**config.mk**
```make
export PLATFORM = sky130hd
export DESIGN_NAME = ranked_top_list_update_flat
export DESIGN_NICKNAME = d
export VERILOG_FILES = /design/src/rtl/rtlu_pkg.sv /design/src/rtl/rtlu_chan_if.sv /design/src/rtl/rtlu_entry_mem.sv /design/src/rtl/rtlu_net_unit.sv /design/src/rtl/ranked_top_list_update.sv /design/src/flat_wrapper.sv
export VERILOG_INCLUDE_DIRS = /design/src /design/src/rtl
export SDC_FILE = /design/constraint.sdc
export NUM_CORES = 2
export LEC_CHECK = 0
export BUFFER_PORTS_ARGS = -buffer_cell sky130_fd_sc_hd__buf_2
export CAP_MARGIN = 25
export CORE_ASPECT_RATIO = 0.7
export CORE_UTILIZATION = 62
export CTS_CLUSTER_DIAMETER = 200
export CTS_CLUSTER_SIZE = 14
export DETAILED_ROUTE_END_ITERATION = 16
export PLACE_DENSITY_LB_ADDON = 0.12
export RECOVER_POWER = 25
export REMOVE_ABC_BUFFERS = 1
export SLEW_MARGIN = 10
export SYNTH_ARGS = -nofsm -noshare
export SYNTH_HDL_FRONTEND = slang
export SYNTH_SLANG_ARGS = --single-unit
```
**constraint.sdc**
```tcl
create_clock -name clk -period 9.8 [get_ports clk]
set_clock_uncertainty 0.05 [all_clocks]
set_input_delay 0.98 -clock clk [delete_from_list [all_inputs] [get_ports clk]]
set_output_delay 0.98 -clock clk [all_outputs]
set_load 0.02 [all_outputs]
```
**src/rtl/assert_macros.svh**
```systemverilog
// Assertion helpers shared by the files that check their own logic.
// Both sample on the rising edge of clk and are off while arst_n is low.
`ifndef ASSERT_MACROS_SVH
`define ASSERT_MACROS_SVH

// A property that must hold at every clock edge.
`define RTLU_ASSERT(lbl, prop, msg) \
	lbl: assert property (@(posedge clk) disable iff (!arst_n) (prop)) \
	else $error(msg);

// An antecedent that implies a consequent in the same cycle.
`define RTLU_ASSERT_IMPL(lbl, ante, cons, msg) \
	lbl: assert property (@(posedge clk) disable iff (!arst_n) (ante) |-> (cons)) \
	else $error(msg);

`endif

```
**src/rtl/rtlu_pkg.sv**
```systemverilog
package rtlu_pkg;

	// Width of the given and received counts.
	localparam int CNT_W = 31;
	// Width of the key on the channel.
	localparam int PKEY_W = 16;
	// Width of the net score (given minus received).
	localparam int NET_W = CNT_W + 1;

	// Operation codes carried in the mode field.
	localparam logic [1:0] MODE_UPDATE = 2'd0;
	localparam logic [1:0] MODE_APPEND = 2'd1;
	localparam logic [1:0] MODE_READ   = 2'd2;

	typedef struct packed {
		logic [1:0]        mode;
		logic [PKEY_W-1:0] player_key;
		logic [CNT_W-1:0]  given_count;
		logic [CNT_W-1:0]  received_count;
		logic              non_player;
		logic [3:0]        rank_index;
	} in_word_t;

	typedef struct packed {
		logic              entry_valid;
		logic [PKEY_W-1:0] out_key;
		logic [CNT_W-1:0]  out_given;
		logic [CNT_W-1:0]  out_received;
		logic [3:0]        placed_rank;
		logic              kept;
		logic [4:0]        entry_count;
	} out_word_t;

endpackage

```
**src/rtl/rtlu_chan_if.sv**
```systemverilog
// Input channel: one word is taken when valid and ready are both high.
interface rtlu_in_if;
	import rtlu_pkg::*;

	logic     valid;
	logic     ready;
	in_word_t data;

	modport source (output valid, output data, input ready);
	modport sink (input valid, input data, output ready);
endinterface

// Result channel, same handshake.
interface rtlu_out_if;
	import rtlu_pkg::*;

	logic      valid;
	logic      ready;
	out_word_t data;

	modport source (output valid, output data, input ready);
	modport sink (input valid, input data, output ready);
endinterface

```
**src/rtl/rtlu_entry_mem.sv**
```systemverilog
module rtlu_entry_mem #(
	parameter int DEPTH    = 16,
	parameter int KEY_BITS = 16,
	parameter int AW       = 4
) (
	input  logic                      clk,
	input  logic                      we,
	input  logic [AW-1:0]             waddr,
	input  logic [KEY_BITS-1:0]       wkey,
	input  logic [rtlu_pkg::CNT_W-1:0] wgiven,
	input  logic [rtlu_pkg::CNT_W-1:0] wrecv,
	input  logic                      re,
	input  logic [AW-1:0]             raddr,
	output logic [KEY_BITS-1:0]       rkey,
	output logic [rtlu_pkg::CNT_W-1:0] rgiven,
	output logic [rtlu_pkg::CNT_W-1:0] rrecv
);
	import rtlu_pkg::*;

	logic [KEY_BITS-1:0] key_mem   [DEPTH];
	logic [CNT_W-1:0]    given_mem [DEPTH];
	logic [CNT_W-1:0]    recv_mem  [DEPTH];

	// One write port and one registered read port; entries hold no reset.
	always_ff @(posedge clk) begin
		if (we) begin
			key_mem[waddr]   <= wkey;
			given_mem[waddr] <= wgiven;
			recv_mem[waddr]  <= wrecv;
		end
		if (re) begin
			rkey   <= key_mem[raddr];
			rgiven <= given_mem[raddr];
			rrecv  <= recv_mem[raddr];
		end
	end
endmodule

```
**src/rtl/rtlu_net_unit.sv**
```systemverilog
module rtlu_net_unit (
	input  logic [rtlu_pkg::CNT_W-1:0]        given,
	input  logic [rtlu_pkg::CNT_W-1:0]        recv,
	input  logic signed [rtlu_pkg::NET_W-1:0] thresh,
	output logic signed [rtlu_pkg::NET_W-1:0] net,
	output logic                              lower
);
	import rtlu_pkg::*;

	// Both counts are non-negative, so one extra bit holds the difference.
	assign net   = signed'({1'b0, given}) - signed'({1'b0, recv});
	assign lower = net < thresh;
endmodule

```
**src/rtl/ranked_top_list_update.sv**
```systemverilog
// Channel   Role     Handshake     Word
// item      sink     valid/ready   rtlu_pkg::in_word_t, one operation
// result    source   valid/ready   rtlu_pkg::out_word_t, one per item
//
// Every word passes through prep and finish; append, read and no-op do nothing more,
// while a ranked update adds a removal scan and then a shift pass that pushes entries
// down one rank. Both passes use the single read port of the entry memory, and the
// scan shares the one net-score unit with prep.
// Reset (arst_n low) empties the list at once; entries are never cleared.
// item.ready is high only while the sequencer is idle; a finished result sits in
// the output register, so a stalled result blocks only the end of the next word.
`include "assert_macros.svh"

module ranked_top_list_update #(
	parameter int DEPTH    = 16,
	parameter int KEY_BITS = 16
) (
	input logic        clk,
	input logic        arst_n,
	rtlu_in_if.sink    item,
	rtlu_out_if.source result
);
	import rtlu_pkg::*;

	localparam int AW    = (DEPTH > 1) ? $clog2(DEPTH) : 1;
	localparam int LEN_W = $clog2(DEPTH + 1);

	typedef enum logic [4:0] {
		ST_IDLE  = 5'b00001,
		ST_PREP  = 5'b00010,
		ST_SCAN  = 5'b00100,
		ST_SHIFT = 5'b01000,
		ST_FIN   = 5'b10000
	} state_t;

	state_t             state_q;
	in_word_t           item_q;
	logic [LEN_W-1:0]   len_q;
	logic [LEN_W-1:0]   i_q;
	logic [LEN_W-1:0]   w_q;
	logic [AW-1:0]      pos_q;
	logic [AW-1:0]      j_q;
	logic               found_q;
	logic               dv_q;
	logic               rv_q;
	logic [3:0]         placed_q;
	logic               kept_q;
	logic signed [NET_W-1:0] nn_q;
	out_word_t          out_q;
	logic               out_valid_q;

	// Entry memory controls.
	logic                mem_we;
	logic [AW-1:0]       mem_waddr;
	logic [KEY_BITS-1:0] mem_wkey;
	logic [CNT_W-1:0]    mem_wgiven;
	logic [CNT_W-1:0]    mem_wrecv;
	logic                mem_re;
	logic [AW-1:0]       mem_raddr;
	logic [KEY_BITS-1:0] rd_key;
	logic [CNT_W-1:0]    rd_given;
	logic [CNT_W-1:0]    rd_recv;

	// Shared net-score unit.
	logic [CNT_W-1:0]        nu_given;
	logic [CNT_W-1:0]        nu_recv;
	logic signed [NET_W-1:0] nu_net;
	logic                    nu_lower;

	logic [KEY_BITS-1:0] new_key;
	logic                is_update;
	logic                is_append;
	logic                is_read;
	logic                room;
	logic                rank_ok;
	logic                scan_issue;
	logic                scan_keep;
	logic                scan_done;
	logic                shift_issue;
	logic                shift_place;
	logic                out_free;
	logic                fin_load;
	logic [AW-1:0]       pos_final;
	logic [AW-1:0]       last_rank;
	out_word_t           fin_word;

	rtlu_entry_mem #(
		.DEPTH    (DEPTH),
		.KEY_BITS (KEY_BITS),
		.AW       (AW)
	) u_mem (
		.clk    (clk),
		.we     (mem_we),
		.waddr  (mem_waddr),
		.wkey   (mem_wkey),
		.wgiven (mem_wgiven),
		.wrecv  (mem_wrecv),
		.re     (mem_re),
		.raddr  (mem_raddr),
		.rkey   (rd_key),
		.rgiven (rd_given),
		.rrecv  (rd_recv)
	);

	rtlu_net_unit u_net (
		.given  (nu_given),
		.recv   (nu_recv),
		.thresh (nn_q),
		.net    (nu_net),
		.lower  (nu_lower)
	);

	// The key is compared and stored at the configured width only.
	assign new_key   = KEY_BITS'(item_q.player_key);
	assign is_update = (item_q.mode == MODE_UPDATE) && !item_q.non_player;
	assign is_append = (item_q.mode == MODE_APPEND);
	assign is_read   = (item_q.mode == MODE_READ);
	assign room      = len_q < LEN_W'(DEPTH);
	assign rank_ok   = 32'(item_q.rank_index) < 32'(len_q);

	// Removal pass: reads run one ahead of the compacting writes.
	assign scan_issue = i_q < len_q;
	assign scan_keep  = dv_q && (rd_key != new_key);
	assign scan_done  = !scan_issue && !dv_q;

	// The new entry goes ahead of the first survivor with a lower score,
	// or at the tail when there is none.
	assign pos_final = found_q ? pos_q : w_q[AW-1:0];
	assign last_rank = (w_q < LEN_W'(DEPTH)) ? w_q[AW-1:0] : AW'(DEPTH - 1);

	// Shift pass: entries move down one rank from the tail toward the insert point.
	assign shift_issue = j_q > pos_q;
	assign shift_place = !dv_q && (j_q == pos_q);

	assign out_free = !out_valid_q || result.ready;
	assign fin_load = (state_q == ST_FIN) && out_free;

	always_comb begin
		mem_we     = 1'b0;
		mem_waddr  = '0;
		mem_wkey   = new_key;
		mem_wgiven = item_q.given_count;
		mem_wrecv  = item_q.received_count;
		mem_re     = 1'b0;
		mem_raddr  = '0;
		nu_given   = item_q.given_count;
		nu_recv    = item_q.received_count;
		unique case (state_q)
			ST_PREP: begin
				if (is_append && room) begin
					mem_we    = 1'b1;
					mem_waddr = len_q[AW-1:0];
				end
				if (is_read && rank_ok) begin
					mem_re    = 1'b1;
					mem_raddr = AW'(item_q.rank_index);
				end
			end
			ST_SCAN: begin
				nu_given = rd_given;
				nu_recv  = rd_recv;
				if (scan_keep) begin
					mem_we     = 1'b1;
					mem_waddr  = w_q[AW-1:0];
					mem_wkey   = rd_key;
					mem_wgiven = rd_given;
					mem_wrecv  = rd_recv;
				end
				if (scan_issue) begin
					mem_re    = 1'b1;
					mem_raddr = i_q[AW-1:0];
				end
			end
			ST_SHIFT: begin
				if (dv_q) begin
					mem_we     = 1'b1;
					mem_waddr  = j_q + AW'(1);
					mem_wkey   = rd_key;
					mem_wgiven = rd_given;
					mem_wrecv  = rd_recv;
				end else if (shift_place) begin
					mem_we    = 1'b1;
					mem_waddr = pos_q;
				end
				if (shift_issue) begin
					mem_re    = 1'b1;
					mem_raddr = j_q - AW'(1);
				end
			end
			ST_IDLE, ST_FIN: begin
			end
			default: begin
			end
		endcase
	end

	// Result word; entry fields come from the read register only for a valid read.
	always_comb begin
		fin_word              = '0;
		fin_word.placed_rank  = placed_q;
		fin_word.kept         = kept_q;
		fin_word.entry_count  = 5'(len_q);
		if (is_read && rv_q) begin
			fin_word.entry_valid  = 1'b1;
			fin_word.out_key      = PKEY_W'(rd_key);
			fin_word.out_given    = rd_given;
			fin_word.out_received = rd_recv;
		end
	end

	always_ff @(posedge clk or negedge arst_n) begin
		if (!arst_n) begin
			state_q     <= ST_IDLE;
			len_q       <= '0;
			out_valid_q <= 1'b0;
			out_q       <= '0;
			nn_q        <= '0;
			i_q         <= '0;
			w_q         <= '0;
			pos_q       <= '0;
			j_q         <= '0;
			found_q     <= 1'b0;
			dv_q        <= 1'b0;
			rv_q        <= 1'b0;
			placed_q    <= '0;
			kept_q      <= 1'b0;
		end else begin
			// A new word may enter the output register in the cycle the old one leaves.
			if (fin_load) begin
				out_valid_q <= 1'b1;
			end else if (result.ready) begin
				out_valid_q <= 1'b0;
			end
			unique case (state_q)
				ST_IDLE: begin
					if (item.valid) begin
						state_q <= ST_PREP;
					end
				end
				ST_PREP: begin
					rv_q    <= is_read && rank_ok;
					i_q     <= '0;
					w_q     <= '0;
					found_q <= 1'b0;
					dv_q    <= 1'b0;
					if (is_update) begin
						nn_q    <= nu_net;
						state_q <= ST_SCAN;
					end else begin
						state_q <= ST_FIN;
					end
					if (is_append && room) begin
						placed_q <= 4'(len_q);
						kept_q   <= 1'b1;
						len_q    <= len_q + LEN_W'(1);
					end else begin
						placed_q <= '0;
						kept_q   <= 1'b0;
					end
				end
				ST_SCAN: begin
					dv_q <= scan_issue;
					if (scan_issue) begin
						i_q <= i_q + LEN_W'(1);
					end
					if (scan_keep) begin
						w_q <= w_q + LEN_W'(1);
						if (!found_q && nu_lower) begin
							found_q <= 1'b1;
							pos_q   <= w_q[AW-1:0];
						end
					end
					if (scan_done) begin
						if (!found_q && (w_q == LEN_W'(DEPTH))) begin
							// Full list and nothing scores lower: the new entry falls off.
							len_q   <= w_q;
							state_q <= ST_FIN;
						end else begin
							pos_q    <= pos_final;
							j_q      <= last_rank;
							placed_q <= 4'(pos_final);
							kept_q   <= 1'b1;
							len_q    <= (w_q < LEN_W'(DEPTH)) ? w_q + LEN_W'(1) : w_q;
							state_q  <= ST_SHIFT;
						end
					end
				end
				ST_SHIFT: begin
					dv_q <= shift_issue;
					if (shift_issue) begin
						j_q <= j_q - AW'(1);
					end
					if (shift_place) begin
						state_q <= ST_FIN;
					end
				end
				ST_FIN: begin
					if (out_free) begin
						out_q   <= fin_word;
						state_q <= ST_IDLE;
					end
				end
				default: begin
					state_q <= ST_IDLE;
				end
			endcase
		end
	end

	always_ff @(posedge clk) begin
		if (item.valid && item.ready) begin
			item_q <= item.data;
		end
	end

	assign item.ready   = (state_q == ST_IDLE);
	assign result.valid = out_valid_q;
	assign result.data  = out_q;

	// A taken word keeps the input closed for at least the next cycle.
	`RTLU_ASSERT(a_busy_after_accept, item.valid && item.ready |=> !item.ready, "ready stayed high after accept")
	// Compacting writes never overtake the read that feeds them.
	`RTLU_ASSERT_IMPL(a_scan_write_behind, state_q == ST_SCAN && mem_we, w_q < i_q, "scan write ahead of read")
	// A result only appears out of the finishing step.
	`RTLU_ASSERT_IMPL(a_result_from_fin, $rose(out_valid_q), $past(state_q) == ST_FIN, "result outside finish")
	// The list never grows past its depth.
	`RTLU_ASSERT(a_len_bound, len_q <= LEN_W'(DEPTH), "list length above depth")
endmodule

```
**src/flat_wrapper.sv**
```systemverilog
// flat-port wrapper written by rule: the top's interface ports become plain ports
module ranked_top_list_update_flat import rtlu_pkg::*;
#(
	parameter int DEPTH    = 16,
	parameter int KEY_BITS = 16
)
  (clk, arst_n, item_valid, item_data, item_ready, result_valid, result_data, result_ready);
  rtlu_in_if item_i ();
  rtlu_out_if result_i ();
  input logic clk;
  input logic arst_n;
  input wire logic [$bits(item_i.valid)-1:0] item_valid;
  input wire logic [$bits(item_i.data)-1:0] item_data;
  output wire logic [$bits(item_i.ready)-1:0] item_ready;
  output wire logic [$bits(result_i.valid)-1:0] result_valid;
  output wire logic [$bits(result_i.data)-1:0] result_data;
  input wire logic [$bits(result_i.ready)-1:0] result_ready;
  assign item_i.valid = item_valid;
  assign item_i.data = item_data;
  assign item_ready = item_i.ready;
  assign result_valid = result_i.valid;
  assign result_data = result_i.data;
  assign result_i.ready = result_ready;
  ranked_top_list_update #(.DEPTH(DEPTH), .KEY_BITS(KEY_BITS)) u_core (.clk(clk), .arst_n(arst_n), .item(item_i), .result(result_i));
endmodule
```
After elaboration in Yosys (flattened, before gate mapping)
Memory sizes are Yosys's and may differ from the RTL's. A register that Yosys moved wholly into a read port is not among the register bits.
Index checks and enable logic that the tools add are counted.
{"block": "totals", "mem_count": 3, "input_bits": 89, "mem_bits_rw": 1248, "romBits": 0, "latch_bits": 0, "reg_bits": 243, "wordCells": 162}
{"block": "op_classes", "n_lt_le_gt_ge": 6, "mul": 0, "div_mod_pow": 0, "n_bitwise": 0, "reduce_logical": 31, "addsub": 6, "eq_ne": 20, "shifts": 0, "n_mux": 70}
{"memory": "u_core.u_mem.given_mem", "words": 16, "word_bits": 31, "read_ports": 1, "rd_ports_with_merged_regs": 1, "write_ports": 1, "line_no": "rtlu_entry_mem.sv:21", "source": "logic [CNT_W-1:0] given_mem [DEPTH];"}
{"memory": "u_core.u_mem.recv_mem", "words": 16, "word_bits": 31, "read_ports": 1, "rd_ports_with_merged_regs": 1, "write_ports": 1, "line_no": "rtlu_entry_mem.sv:22", "source": "logic [CNT_W-1:0] recv_mem [DEPTH];"}
{"memory": "u_core.u_mem.key_mem", "words": 16, "word_bits": 16, "read_ports": 1, "rd_ports_with_merged_regs": 1, "write_ports": 1, "line_no": "rtlu_entry_mem.sv:20", "source": "logic [KEY_BITS-1:0] key_mem [DEPTH];"}
{"operator": "2-to-1 mux 31 bit", "n": 6}
{"operator": "one-hot mux 31 bit (2 select lines)", "n": 2}
{"operator": "2-to-1 mux 79 bit", "n": 1}
{"operator": "2-to-1 mux 4 bit", "n": 18}
{"operator": "2-to-1 mux 5 bit", "n": 12}
{"operator": "< comparator 32 bit", "n": 1}
{"operator": "2-to-1 mux 16 bit", "n": 2}
{"operator": "one-hot mux 16 bit (2 select lines)", "n": 1}
{"operator": "subtractor 31 x 31 -> 32 bit", "n": 1}
{"operator": "one-hot mux 5 bit (2 select lines)", "n": 3}
{"operator": "one-hot mux 5 bit (5 select lines)", "n": 1}
{"operator": "one-hot mux 4 bit (3 select lines)", "n": 2}
{"operator": "inequality test 16 bit", "n": 1}
{"operator": "inequality test 2 x 1 -> 1 bit, second input constant", "n": 8}
{"operator": "one-hot mux 4 bit (2 select lines)", "n": 2}
{"operator": "adder 5 x 1 -> 5 bit, second input constant", "n": 3}
{"operator": "2-to-1 mux 1 bit", "n": 15}
{"operator": "logical AND 1 bit", "n": 11}
{"operator": "== test 5 bit, second input constant", "n": 2}
{"operator": "< comparator 5 bit, second input constant", "n": 2}
{"operator": "one-hot mux 1 bit (3 select lines)", "n": 3}
{"operator": "AND reduction 3 bit", "n": 3}
{"operator": "AND reduction 2 bit", "n": 4}
{"operator": "AND reduction 4 bit", "n": 2}
{"operator": "other kinds (19)", "n": 27}

Logic depth before layout (Yosys ltp)
{"block": "depth", "depth_word": 9, "ltp_mapped": 25, "depth_no_buf": 22}

Modules after synthesis
Synthesis repeated with hierarchy kept, for this count alone.
{"block": "hier_totals", "hier_cells": 3309, "hier_area_um2": 62802.7}
{"module": "rtlu_entry_mem", "area_per_inst_um2": 49050.8, "cells_each": 2004, "n_inst": 1}
{"module": "ranked_top_list_update", "area_per_inst_um2": 11254.5, "cells_each": 943, "n_inst": 1}
{"module": "rtlu_net_unit", "area_per_inst_um2": 2497.4, "cells_each": 362, "n_inst": 1}

Worst setup path after synthesis
OpenSTA, ideal clock, no wires.
{"block": "synth_timing", "kind": "register -> register", "startpoint": "reg u_core.state_q[0]", "endpoint": "mem u_core.u_mem.given_mem[0][0] (enable)", "period_less_slack_ns": 7.974, "stages_incl_launch_ff": 9, "setup_time_ns": 0.610, "t_arrival_ns": 7.314, "path_slack_ns": 1.826, "path_buffers": 2, "cell_sequence": "dfstp_2 -> nor4_1 -> and2_1 -> buf_2 -> and3_1 -> clkbuf_1 -> a221o_1 -> or2_2 -> nor3_1"}
{"block": "synth_between", "elab_chain_cells": 4, "elab_cells_between_ends": 7, "cone_classes": "eq/ne (3); mux (4)"}
{"item": "from (decl)", "line_no": "ranked_top_list_update.sv:36", "source": "state_t state_q;"}
{"item": "from (signal assigned)", "line_no": "ranked_top_list_update.sv:213", "source": "state_q <= ST_IDLE;"}
{"item": "from (signal assigned)", "line_no": "ranked_top_list_update.sv:237", "source": "state_q <= ST_PREP;"}
{"item": "from (signal assigned)", "line_no": "ranked_top_list_update.sv:248", "source": "state_q <= ST_SCAN;"}
{"item": "== test 5 x 4 -> 1 bit (tied with other cells)", "line_no": "ranked_top_list_update.sv:148", "source": "unique case (state_q)"}
{"item": "one-hot mux 1 bit (3 select lines)", "line_no": "ranked_top_list_update.sv:148"}
{"item": "2-to-1 mux 1 bit", "line_no": "rtlu_entry_mem.sv:26", "source": "if (we) begin"}
{"item": "2-to-1 mux 1 bit (not written as such)", "line_no": "rtlu_entry_mem.sv:28", "source": "given_mem[waddr] <= wgiven;"}
{"item": "to (decl)", "line_no": "rtlu_entry_mem.sv:21"}
Parallel ways exist; a longest one is shown, timed or not.

Final worst setup path
{"block": "layout_timing", "startpoint": "reg u_core.state_q[1]", "endpoint": "reg u_core.u_mem.rkey[12], read port of u_core.u_mem.key_mem (enable)"}
{"block": "layout_between", "elab_chain_cells": 2, "elab_cells_between_ends": 5, "cone_classes": "eq/ne (3); mux (2)"}
{"item": "== test 5 x 4 -> 1 bit (tied with other cells)", "line_no": "ranked_top_list_update.sv:148"}
{"item": "one-hot mux 1 bit (3 select lines) *", "line_no": "ranked_top_list_update.sv:148"}
{"item": "via u_core.mem_re", "line_no": "ranked_top_list_update.sv:58", "source": "logic mem_re;"}
{"item": "to (decl)", "line_no": "rtlu_entry_mem.sv:14", "source": "output logic [KEY_BITS-1:0] rkey,"}
The timed path passes the listed nets; every way through them passes the cells marked *.
A chain may end at the register's enable or synchronous reset.

==> run_results.csv <==
group,metric,value,unit
routing,drt_first_pass_iters,6,
hold_path,hold-path-cell-count,1,
critical_path,crit_type,"reg -> reg",
cts,cts_hold_buf,0,
run,cap_violations,13,
cts,htreeDepth,4,
final_layout,multi_input_area,18700,um2
synth,synth_xor_area_frac,0.00684,
floorplan,start_util,0.626,
sta,slew_headroom,-1.72,
critical_path,crit_required,10.14,ns
critical_path,r2r_cells,5,
grt,gr-usage-all-layers,0.362,
sta,grt_setup_unrepaired,"no",
routing,drc_errors,0,
floorplan,fp.dieW,394,um
synth,synth_warnings,0,
floorplan,core_area,106000,um2
synth,synth.most_common_cell,"edfxtp_1",
cts,root_buffer,"clkbuf_16",
grt,grt_max_degree,166,
synth,avgSynthCellArea,15.1,um2
sta,timing.hold.ws,0.320,ns
final_layout,syn_to_final_growth,8.89,%
final_layout,drive_gt1_frac,0.0943,
floorplan,fp.dieArea,109000,um2
sta,setup_viol,0,
sta,fmax,0.120,GHz
synth,ys_top_cells_by_area,"edfxtp_1, dfrtp_1, mux2i_1, a211oi_1, o31ai_1",
synth,yosysSeqAreaShare,0.696,
grt,grt_pass1_vias,40900,
synth,synth-simple-area-share,0.0657,
sta,fin_crit_sh,0.847,
critical_path,crit_path_end_kind,"flop",
synth,synthMuxAreaShare,0.0626,
floorplan,io_pins,180,
power,power,15.1,mW
place,io_buffers,179,
synth,ys_ff_latch,1569,
cts,insertion_delay,0.78,ns
final_layout,fillers,7275,
place,post-place-ws,2.98,ns
place,hpwl,106000,um
synth,synth_ff_type,"edfxtp_1",
cts,cts.clk_slew.worst_paths,0.07,ns
grt,grt_antenna_before_repair,2,
synth,synth_cells,4408,
routing,finalWirelength,200000,um
synth,synth_cell_types,83,
synth,synth_top_area_frac,0.637,
routing,avgViaCountPerCell,7.32,
synth,yosysTopAreaCell,"edfxtp_1",
routing,post_drt_wl_per_cell,33.5,um
cts,postCtsSetupBuffers,0,
hold_path,hold_path_class,"in -> reg",
sta,layout_min_cycle_time,8.30,ns
place,finalWeightedCongestion,0.936,
final_layout,final_nets,4600,
synth,netlist_area,66600,um2
routing,routed-via-count,43700,
outcome,violations,"max-capacitance violations, max-slew violations",
cts,cts_resized,0,
synth,synth_compound_area_frac,0.125,
routing,drtAntennaViolNets,0,
power,irDropWorstVdd,0.159,mV
synth,synth_commonest_cells,"edfxtp_1, mux2i_1, clkbuf_1, nand2_1, a211oi_1",
critical_path,crit_path_max_fanout,55,
power,leakage,26.0,nW
floorplan,floorplan.rows,100,
cts,cts_tree,"built",
power,power_density,208,nW/um2
floorplan,die_y,276,um
sta,tightest_slew,4.08,ns
synth,async_flop_share,0.101,
outcome,outcome,"complete, but fails checks",
final_layout,final-seq-area,46300,um2
cts,cts_buffers,130,
cts,cts_sinks,1569,
cts,cts_buffer_depth,3,
sta,fin_tns_setup,0,ns
sta,worst_slack,1.50,ns
critical_path,arrival,8.64,ns
synth,synthAdderAreaFrac,0.0155,
grt,grt_pass1_wl,287000,um
synth,synth_top_family_by_area,"compound AO/OA/AOI/OAI gates",
critical_path,cp-start-kind,"flop",
routing,drt_iter0_markers,6427,
synth,synth_edf_count,1411,
grt,grt_overflow_total,0,
sta,hold_viol,0,
sta,slew_viol_final,527,
[power by group]
part	internal (mW)	switching (mW)	leakage, nW	total (mW)
Combinational	0.676	1.38	9.28	2.06
Clock	2.61	2.39	1.84	5.00
Sequential	7.82	0.226	14.8	8.04
Total	11.1	4.00	26.0	15.1
[cell type report]
cell class	count	area share
Inverter	63	0.00326
Clock buffer	231	0.0516
Sequential cell	1569	0.639
Clock inverter	9	0.00211
Antenna cell	1	0.0000345
Multi-Input combinational cell	2396	0.257
Timing Repair Buffer	269	0.0217
Tap cell	1428	0.0247
[worst max-delay path: stages (launching register included)]
cell and delay, ns:
dfrtp_1 0.44, nor4_1 0.47, nand2_1 1.56, a311oi_1 2.10, or3_1 2.19, buf_4 1.01
[metrics by stage]
stage | cells | util | instance area [um2]
after floorplan | 4028 | - | 64900
after global placement | 5724 | 0.647 | 68800
after detailed placement | 5725 | 0.647 | 68800
after CTS | 5965 | 0.683 | 72700
after global routing | 5965 | 0.681 | 72500
final | 5966 | 0.681 | 72500
[flip-flops by register name, summed over array words and instances (netlist names), 4 cells and up]
register	count
u_core.u_mem.given_mem	496
u_core.u_mem.recv_mem	496
u_core.u_mem.key_mem	256
u_core.result.data	89
u_core.item_q	69
u_core.nn_q	32
u_core.u_mem.rgiven	31
u_core.u_mem.rrecv	31
u_core.new_key	16
u_core.u_mem.rkey	16
u_core.i_q	5
u_core.len_q	5
u_core.state_q	5
u_core.w_q	5
u_core.j_q	4
u_core.placed_q	4
u_core.pos_q	4
[metal layers]
metal | wire length [um] | vias up | global-route usage
met5 | 0 | - | 0
met4 | 7340 | 0 | 0.123
met3 | 26400 | 450 | 0.0888
met1 | 79400 | 21900 | 0.541
li1 | - | 18000 | -
met2 | 86400 | 3354 | 0.524
[placed cells by master (no fill, tap or decap), drive strengths merged, types with 52 or more instances in the layout]
master | netlist | routed
o22ai | 113 | 113
nand4 | 154 | 154
a21oi | 99 | 99
buf | 144 | 159
dfrtp | 157 | 157
a311o | 53 | 53
a22o | 78 | 78
or3 | 58 | 58
o21ai | 55 | 55
a211oi | 166 | 166
and4 | 107 | 107
nand2 | 227 | 227
ha | 81 | 81
o31a | 58 | 58
clkbuf | 236 | 341
edfxtp | 1411 | 1411
nor2 | 67 | 67
inv | 63 | 67
mux2 | 99 | 99
o32ai | 52 | 52
o31ai | 156 | 156
a2111oi | 96 | 96
mux2i | 305 | 305
[cells by family (layout without fill, tap and decap cells)]
group,after synthesis,count (layout)
flops,1569,1569
buf+inv,443,572
other cells,0,1
simple gates,773,773
compound gates,1085,1085
mux,404,404
fa+ha+maj,82,82
xor+xnor,52,52
[worst paths after layout]
kind	start	to	slack [ns]
worst max-delay path	u_core.state_q[1]	u_core.u_mem.rkey[12]	1.50
worst min-delay path	item_data[56]	u_core.item_q[56]	0.32
worst max register to register	u_core.state_q[1]	u_core.u_mem.rkey[12]	1.50
worst min register to register	u_core.result.data[1]	u_core.result.data[1]	0.43
max in group asynchronous	arst_n	u_core.result.data[72]	4.06
min in group asynchronous	arst_n	u_core.result.data[29]	1.58
No activity file was read; power rests on OpenSTA's default activity.
